[src/rtl/core/assert_macros.svh]
// Assertion macros shared by the RTL files that carry concurrent checks.
// Depends on a clock named clk and an active-low reset named rst_n in scope.
`ifndef ASSERT_MACROS_SVH
`define ASSERT_MACROS_SVH

`ifndef SYNTHESIS

// Property holds at every clock edge outside reset.
`define SSIT_ASSERT(lbl, prop) \
    lbl: assert property (@(posedge clk) disable iff (!rst_n) (prop)) \
        else $error("ssit assertion failed");

// Consequent holds at the clock edge after the antecedent.
`define SSIT_ASSERT_NEXT(lbl, ante, cons) \
    lbl: assert property (@(posedge clk) disable iff (!rst_n) (ante) |=> (cons)) \
        else $error("ssit assertion failed");

`else

`define SSIT_ASSERT(lbl, prop)
`define SSIT_ASSERT_NEXT(lbl, ante, cons)

`endif

`endif

[src/rtl/core/ssit_pkg.sv]
// Package for the segment set intersection test unit: defaults, codes and
// the command/status structs between controller and datapath. No dependencies.
package ssit_pkg;

    localparam int MAX_SEGMENTS_DEFAULT = 64;
    localparam int COORD_BITS_DEFAULT   = 16;

    typedef enum logic [1:0] {
        CMD_CLEAR = 2'd0,
        CMD_LOAD  = 2'd1,
        CMD_TEST  = 2'd2
    } command_t;

    typedef enum logic [1:0] {
        ST_IDLE   = 2'd0,
        ST_WALK   = 2'd1,
        ST_DRAIN  = 2'd2,
        ST_FINISH = 2'd3
    } state_t;

    typedef struct packed {
        logic clear;
        logic load;
        logic capture;
        logic walk;
        logic emit;
    } dp_cmd_t;

    typedef struct packed {
        logic empty;
        logic walk_end;
        logic pipe_busy;
        logic out_free;
        logic last;
    } dp_status_t;

endpackage

[src/rtl/core/ssit_ctrl.sv]
// Controller of the segment set intersection test unit: decodes commands and
// sequences the walk over the store. Depends on ssit_pkg.
module ssit_ctrl
    import ssit_pkg::*;
(
    input  logic       clk,
    input  logic       rst_n,
    input  logic       in_valid,
    input  logic [1:0] in_command,
    output logic       in_ready,
    input  dp_status_t status,
    output dp_cmd_t    cmd
);

    state_t state_reg;
    state_t state_next;
    logic   accept;

    always_ff @(posedge clk or negedge rst_n)
    begin
        if (!rst_n)
        begin
            state_reg <= ST_IDLE;
        end
        else
        begin
            state_reg <= state_next;
        end
    end

    // Next state.
    always_comb
    begin
        state_next = state_reg;
        unique case (state_reg)
            ST_IDLE:
            begin
                if (in_valid && (in_command == CMD_TEST))
                begin
                    state_next = status.empty ? ST_FINISH : ST_WALK;
                end
            end
            ST_WALK:
            begin
                if (status.walk_end)
                begin
                    state_next = ST_DRAIN;
                end
            end
            ST_DRAIN:
            begin
                if (!status.pipe_busy)
                begin
                    state_next = ST_FINISH;
                end
            end
            ST_FINISH:
            begin
                if (!status.last || status.out_free)
                begin
                    state_next = ST_IDLE;
                end
            end
            default:
            begin
                state_next = ST_IDLE;
            end
        endcase
    end

    // Outputs.
    always_comb
    begin
        in_ready    = (state_reg == ST_IDLE);
        accept      = in_valid && in_ready;
        cmd.clear   = accept && (in_command == CMD_CLEAR);
        cmd.load    = accept && (in_command == CMD_LOAD);
        cmd.capture = accept && (in_command == CMD_TEST);
        cmd.walk    = (state_reg == ST_WALK);
        cmd.emit    = (state_reg == ST_FINISH) && status.last && status.out_free;
    end

endmodule

[config.mk]
export PLATFORM = sky130hd
export DESIGN_NAME = ssit_ctrl
export DESIGN_NICKNAME = d
export VERILOG_FILES = /design/src/rtl/core/assert_macros.svh /design/src/rtl/core/ssit_pkg.sv /design/src/rtl/core/ssit_ctrl.sv
export SDC_FILE = /design/constraint.sdc
export NUM_CORES = 1
export LEC_CHECK = 0
export ABC_AREA = 1
export BUFFER_PORTS_ARGS = -buffer_cell sky130_fd_sc_hd__buf_2
export CORE_AREA = 2 2 39 41
export CTS_CLUSTER_DIAMETER = 150
export DETAILED_ROUTE_END_ITERATION = 12
export DIE_AREA = 0 0 41 43
export GPL_TIMING_DRIVEN = 0
export PLACE_DENSITY = 0.39
export SYNTH_ARGS = -nofsm -noshare
export SYNTH_HDL_FRONTEND = slang
export SYNTH_SLANG_ARGS = --single-unit
[constraint.sdc]
create_clock -name clk -period 3.2 [get_ports clk]
set_input_delay 0.32 -clock clk [delete_from_list [all_inputs] [get_ports clk]]
set_output_delay 0.32 -clock clk [all_outputs]
set_load 0.01 [all_outputs]
==> results list, run 1 <==
- Outcome: completed
* Maximum achievable frequency: 0.5852 GHz
- In this run, the number of DRC markers left after iteration 0 of detailed routing was 3.
- Final Hold Violating Endpoints: 0
- Measured on the finished design, the core utilization comes to approximately 27%.
- The cell count after synthesis came out at 36.
* Routing layer with the top usage in global route: met2
- The tightest min-delay check is of the input port to asynchronous set/reset pin type.
- Count of antenna-violating nets left after detailed routing: 0
* Multi-input logic area: 178.9 sq um
- Number of max-slew violations in the final report: 0
* Mean Syn Cell Area: around 7 sq um
* Global-route wire length before repair: 883 um
- Final-report setup violation count: 0
- The worst setup path is launched from a flip-flop.
- Clock Pin Slew Worst Setup and Hold Paths: 0.03 ns
- Synthesis inferred 2 register bits.
* Number of levels in the clock H-tree: 1
- Inserted Diodes: 0
* Num ports: 16
- Skew-Pair Late Insertion Delay: 0.22 ns
* Fraction of synthesized cell area taken by the top area cell type: 19.90%
* Flip-flop count of the largest register, all copies and words added: 2
- At the worst endpoint, the required time is 2.88 ns.
* Total gr overflow: 0
- After detailed routing, the average wire length per cell comes to 7.592 um.
* P per Cell Area: 764.3 mW/mm^2
- Synth area leaders: sky130_fd_sc_hd__dfrtp_1, sky130_fd_sc_hd__ha_1, sky130_fd_sc_hd__nand2_1
- DR vias/cell: between 3 and 4
- sky130_fd_sc_hd__dfrtp_1 takes more of the synthesized area than any other cell.
* Initial core utilization: 18.17%
- Measured against its own limit, the worst slew margin works out to 85.58%.
* Clock root cell: sky130_fd_sc_hd__clkbuf_4
- STA puts the critical path data arrival time at between 1 and 1.5 ns.
* Clock Skews: 0.001403 ns
- The number of antenna violations at the first check in global routing came to 0.
- The worst setup path is captured at an output pin.
- Die height: 43 um
- TritonCTS built the clock tree.
- Met1 track demand over resource: 9.646%
* Final net count: 71
* Area of the core: approximately 0.0014 sq mm
- DIE WIDTH: between 40 and 50 um
* PortBufs: 15
* Max incr delay on CP: 0.41 ns
- In this run the core area contains 14 standard-cell rows.
- Sequential-to-total area share from yosys stat: approximately 20%
* First-pass iteration count of the detailed router: 2
- The routed layout has 269 vias.
- At the pin with the least slew margin, the transition time is between 0.2 and 0.25 ns.
- Prior to clock tree synthesis, the placed netlist has a worst setup slack of 1.716 ns.
- Global-route track usage on met2: about a tenth
- Counting along the longest clock path gives a buffer depth of 2.
- Along the worst path, the maximum fanout reaches 6.
- In this run the critical register-to-register path is launched from state_reg[0]$_DFFE_PN0P_.
* CP Depth: 5
- In this run the worst setup path begins at state_reg[0]$_DFFE_PN0P_.
* Final TNS setup: 0 ns
- Max VDD drop: 0.1652 mV
- Final worst path period need: 1.709 ns
- Sequential Area: about 50 sq um
- After legalization and detailed placement, the total HPWL measured 443.2 um.
- Final GP Congestion: between 0.6 and 0.7
- Met3 Resource Use GR: under 10%
* Sum of routed wire length over all layers: 539 um
* GRT Overall Usage: about 7.1%
- The tree built by TritonCTS fans out to 2 sinks.
- In the routed design, unresolved DRC markers number 0.
- The number of clock buffers added by TritonCTS is 3.
- Area added between synthesis and finish: 50.75%
* Unrepaired setup endpoints after global routing: no
- Fraction of final layout cells with drive strength greater than 1: a little under half
- Filler Cell Count: about 160
* Max-cap violations: 0
* Summed instance area of the synthesized netlist: 251.5 sq um
- Traced cell by cell, the critical path runs through inv_1 > ha_1 > nand2_1 > nor3_1 > buf_2.
- Share of the clock period used by the worst path after layout: 53.40%
* Static leakage: approximately 0.23 nW
* Synth unique cells: 11
- Final Worst Setup Slack: ~1.5 ns
* Critical-path top delay cell: sky130_fd_sc_hd__dfrtp_1
- The worst register-to-register path has a depth of 5.
- Critical path buffer and inverter count: 2
- Entering global routing, the biggest net connects 7 pins.
- Worst setup path class: flip-flop to output pin
- Number of warnings reported in the yosys synthesis log: 0
- The number of nets in the synthesized netlist is 50.
- The via count of the first global-routing pass came to 230.
- The die covers 0.001763 sq mm.
- Post-Route Hold Slack: 0.4098 ns
- Family with the most delay on the worst path: flip-flops
-- metal layers --
layer	part of all wire (%)	wire [um]
met3	5.8	31
met1	50	272
met4	0	0
met5	0	0
met2	44	236
-- through the flow --
stage / cell area, sq um / instances / total power (W)
finish: 379.1 / 71 / 0.0002898
global route: 379.1 / 71 / 0.0003353
CTS: 379.1 / 71 / 0.0002994
detailed placement: 346.6 / 67 / 0.0002391
global placement: 346.6 / 67 / 0.0002387
floorplan: 251.5 / 36 / 0.0001894
-- worst register-to-register path, cell delays in order, from the launching register on --
cell and delay [ns]:
sky130_fd_sc_hd__dfrtp_1 0.39, sky130_fd_sc_hd__inv_1 0.08, sky130_fd_sc_hd__ha_1 0.28, sky130_fd_sc_hd__or2_0 0.25, sky130_fd_sc_hd__nand3_1 0.08, sky130_fd_sc_hd__nand2_1 0.05
-- cells in the final DEF (no fill, tap or decap) --
cell | netlist | routed
sky130_fd_sc_hd__nand3_1 | 2 | 2
sky130_fd_sc_hd__ha_1 | 4 | 4
sky130_fd_sc_hd__nand3_2 | 1 | 1
sky130_fd_sc_hd__clkbuf_4 | 0 | 3
sky130_fd_sc_hd__nand2_1 | 10 | 10
sky130_fd_sc_hd__dlygate4sd3_1 | 0 | 1
sky130_fd_sc_hd__inv_1 | 6 | 6
sky130_fd_sc_hd__buf_2 | 0 | 15
sky130_fd_sc_hd__nor2_1 | 2 | 2
sky130_fd_sc_hd__dfrtp_1 | 2 | 2
sky130_fd_sc_hd__nor2_4 | 2 | 2
sky130_fd_sc_hd__or2_0 | 1 | 1
sky130_fd_sc_hd__nand2_2 | 4 | 4
sky130_fd_sc_hd__nor3_1 | 2 | 2
-- cell type report --
type                            instances  share of cell area (%)
Multi-Input combinational cell         28                   47.19
Timing Repair Buffer                   16                   22.44
Sequential cell                         2                   13.20
Clock buffer                            3                   5.941
Inverter                                6                   5.941
Tap cell                               16                   5.281
-- cell families after synthesis --
family / synth area share (%)
fa+ha+maj: 19.90
buf+inv: 8.955
simple gates: 51.25
flops: 19.90
-- timing repair --
| action | 4_1_cts | 5_1_grt |
|---|---|---|
| endpoints found under the hold margin | 2 | 0 |
| gates resized for setup | 0 | 0 |
| buffers inserted | 0 | 0 |
| hold buffers | 1 | 0 |
-- path summary, 6_finish.rpt --
path	to	slack, ns
setup / recovery	cmd[3]	1.49
hold / removal	state_reg[0]$_DFFE_PN0P_	0.41
setup reg to reg	state_reg[0]$_DFFE_PN0P_	1.96
hold reg to reg	state_reg[0]$_DFFE_PN0P_	0.55
max in group asynchronous	state_reg[1]$_DFFE_PN0P_	2.70
min in group clk	state_reg[1]$_DFFE_PN0P_	0.43
-- Yosys cell counts --
master / n
sky130_fd_sc_hd__nand2_2: 4
sky130_fd_sc_hd__dfrtp_1: 2
sky130_fd_sc_hd__inv_1: 6
sky130_fd_sc_hd__nand2_1: 10
sky130_fd_sc_hd__nor2_1: 2
sky130_fd_sc_hd__nand3_1: 2
sky130_fd_sc_hd__nor3_1: 2
sky130_fd_sc_hd__nand3_2: 1
sky130_fd_sc_hd__nor2_4: 2
sky130_fd_sc_hd__ha_1: 4
sky130_fd_sc_hd__or2_0: 1
-- where the power goes --
part / total (W) / leakage (nW) / switching, W / internal, W
combinational: 0.000181 / 0.189 / 0.000105 / 0.0000753
clock: 0.0000546 / 0.0138 / 0.0000134 / 0.0000413
sequential: 0.0000545 / 0.0245 / 0.0000150 / 0.0000395
No activity file was read; power rests on OpenSTA's default activity.
==> run 2: changes to the inputs <==
clock period = 1.7 ns   (was 3.2 ns; I/O delays follow)
==> run 2 against run 1 <==
Clock power rose by 89%. Critical path depth did not move. Clock skew did not move. Critical endpoint unchanged.
==> results list, run 2 (same netlist as run 1, synthesis figures left out) <==
* Outcome: completed
* Starting DRC count in detailed routing: 2 (-1)
- The power per standard cell area is 1445 mW/mm^2 (+89%).
- Number of placement rows: 14 (unchanged)
* Sum of routed wire length over all layers: 542 um (+0.56%)
- Share of the clock period used by the worst path after layout: 88.72%
- The total clock sinks is 2 (unchanged).
- Unrepaired setup endpoints after global routing: no
* Max VDD drop: 0.3116 mV (+89%)
- Sequential Area: 50.05 sq um (unchanged)
- The sum of negative setup slack came to 0 ns (unchanged).
- Num ports: 16 (unchanged)
* Final net count: 71 (unchanged)
- The startpoint identified for the worst register-to-register timing path is state_reg[0]$_DFFE_PN0P_.
* Pin count of the biggest net entering global routing: 7 (unchanged)
- The global-route total usage across every layer came to 7.129% (unchanged).
- The count of max-cap constraint violations is 0 (unchanged).
- Area of the core: 0.001384 sq mm (unchanged)
* Post-Route Hold Slack: 0.2598 ns (-0.1500 ns)
- Timing would allow up to ~0.66 GHz.
- The count of inserted antenna diode cells came to 0 (unchanged).
- The average detailed-routed wire length per instance was 7.634 um (+0.56%).
- Total gr overflow: 0 (unchanged)
- PortBufs: 15 (unchanged)
- The wire length of the first global-routing pass was 883 um (unchanged).
* Clock root cell: sky130_fd_sc_hd__clkbuf_4
- DRC: 0 (unchanged)
- The worst slew margin relative to its limit was 90.15% (+4.6 points).
- The weighted congestion at the end of routability-driven global placement was 0.6344 (unchanged).
- The number of buffers created by CTS is 3 (unchanged).
- Count of antenna-violating nets left after detailed routing: 0 (unchanged)
- The number of setup buffers added after CTS is 0 (unchanged).
- The critical path goes through inv_1 > ha_2 > nand2_1 > nor3_1 > buf_2.
* Most frequent cells in the layout: sky130_fd_sc_hd__buf_2, sky130_fd_sc_hd__nand2_1, sky130_fd_sc_hd__inv_1
* Fraction of final layout cells with drive strength greater than 1: 47.27% (+1.8 points)
* Final worst path period need: 1.508 ns
- Buffer depth of the longest clock path: 2 (unchanged)
- Final-report setup violation count: 0 (unchanged)
* Skew-Pair Late Insertion Delay: 0.22 ns (about the same)
* Filler Cell Count: 157 (-1.3%)
- Number of antenna violations at the first check in global routing: 0 (unchanged)
- The data arrival time at the worst-slack endpoint is 1.34 ns (-0.05 ns).
- Commonest non-fill, non-tap cell in the layout: sky130_fd_sc_hd__buf_2
- Die area: 0.001763 sq mm (unchanged)
- Worst Max-Slew Pin Slew: 0.1466 ns (-0.06967 ns)
- Multi-input logic area: 181.4 sq um (+1.4%)
- Highest fanout seen on the critical path: 6 (unchanged)
- First-pass iteration count of the detailed router: 2 (unchanged)
- The area growth from synthesis to layout is 51.74%.
* Capturing element type of the critical path: output pin
- Clock tree from TritonCTS: yes
- Clock Skews: 0.001403 ns (unchanged)
- Number of max-slew violations in the final report: 0 (unchanged)
* Start point of the critical path: state_reg[0]$_DFFE_PN0P_
* Critical path buffer and inverter count: 2 (unchanged)
* Die height: 43 um (unchanged)
* Worst min path class: input port to asynchronous set/reset pin
- The via count of the first global-routing pass came to 230 (unchanged).
- Family with the most delay on the worst path: flip-flops
- Clock Pin Slew Worst Setup and Hold Paths: 0.03 ns (about the same)
- The peak per-stage delay on the critical path was 0.41 ns (about the same).
- Final Hold Violating Endpoints: 0 (unchanged)
* DIE WIDTH: 41 um (unchanged)
- The flip-flop count of the largest register after layout was 2 (unchanged).
- The mean number of vias per cell came to 3.789 (unchanged).
- The leakage power of the design is 0.2264 nW (-0.60%).
* Post-detail-place hpwl: 443.2 um (unchanged)
* Number of levels in the clock H-tree: 1 (unchanged)
* Overall via count from detail_route: 269 (unchanged)
- On the critical path, the stage with the largest delay is an instance of sky130_fd_sc_hd__dfrtp_1.
- Initial core utilization: 18.17% (unchanged)
- Worst Path Required: 1.53 ns (-1.35 ns)
- STA classifies the critical path startpoint as a flip-flop.
* Worst setup path class: flip-flop to output pin
## run 2: cell count changes in the layout (fill, tap and decap cells not counted)
| cell | change |
|---|---|
| sky130_fd_sc_hd__ha_1 | -1 |
| sky130_fd_sc_hd__ha_2 | +1 |
## run 2: timing repair
item | CTS | global route
resized for setup | 0 | 1
hold endpoints to repair | 2 | 0
hold buffers | 1 | 0
endpoints found under the setup margin | 0 | 1
## run 2: path summary, 6_finish.rpt
path / endpoint / slack [ns] / cells after the start
max: cmd[3] / 0.19 / 5
min: state_reg[0]$_DFFE_PN0P_ / 0.26 / 2
max reg2reg: state_reg[1]$_DFFE_PN0P_ / 0.49 / 8
min reg2reg: state_reg[1]$_DFFE_PN0P_ / 0.55 / 2
max in group asynchronous: state_reg[1]$_DFFE_PN0P_ / 1.35 / 2
min in group clk: state_reg[1]$_DFFE_PN0P_ / 0.28 / 5
## run 2: worst reg2reg max path, cell delays in order, from the launching register on
cell	delay (ns)
sky130_fd_sc_hd__dfrtp_1	0.39
sky130_fd_sc_hd__inv_1	0.08
sky130_fd_sc_hd__ha_1	0.22
sky130_fd_sc_hd__nand2_1	0.07
sky130_fd_sc_hd__nand2_2	0.07
sky130_fd_sc_hd__nor2_4	0.10
sky130_fd_sc_hd__nand2_2	0.06
sky130_fd_sc_hd__nand2_1	0.05
sky130_fd_sc_hd__nand2_1	0.05
## run 2: metal layers
layer | wire length (um) | GRT usage, % | vias up
li1 | - | - | 147
met1 | 273 | 9.646 | 113
met2 | 237 | 10.00 | 9
met3 | 31 | 3.141 | 0
met4 | 0 | 2.000 | 0
met5 | 0 | 0 | -
## run 2: layout make-up
cell class / count / share of cell area, %
flip-flops and latches: 2 / 13.11
clock buffers: 3 / 5.902
repair buffers: 16 / 22.30
multi-input cells: 28 / 47.54
inverters: 6 / 5.902
well taps: 16 / 5.246
## run 2: through the flow
step	setup slack (ns)	cell area, sq um	util, %	cells	power (W)
after global placement	0.3796	346.6	25.05	67	0.0004493
after CTS	0.1163	379.1	27.40	71	0.0005636
after global routing	0.05209	381.6	27.58	71	0.0006389
final	0.1917	381.6	27.58	71	0.0005513
after detailed placement	0.3656	346.6	25.05	67	0.0004501
after floorplan	0.4165	251.5	-	36	0.0003565
## run 2: report_power, final
group	total (W)	leakage, nW	switching (W)	internal [W]
Combinational	0.000346	0.188	0.000199	0.000147
Clock	0.000103	0.0138	0.0000252	0.0000777
Sequential	0.000103	0.0245	0.0000283	0.0000743
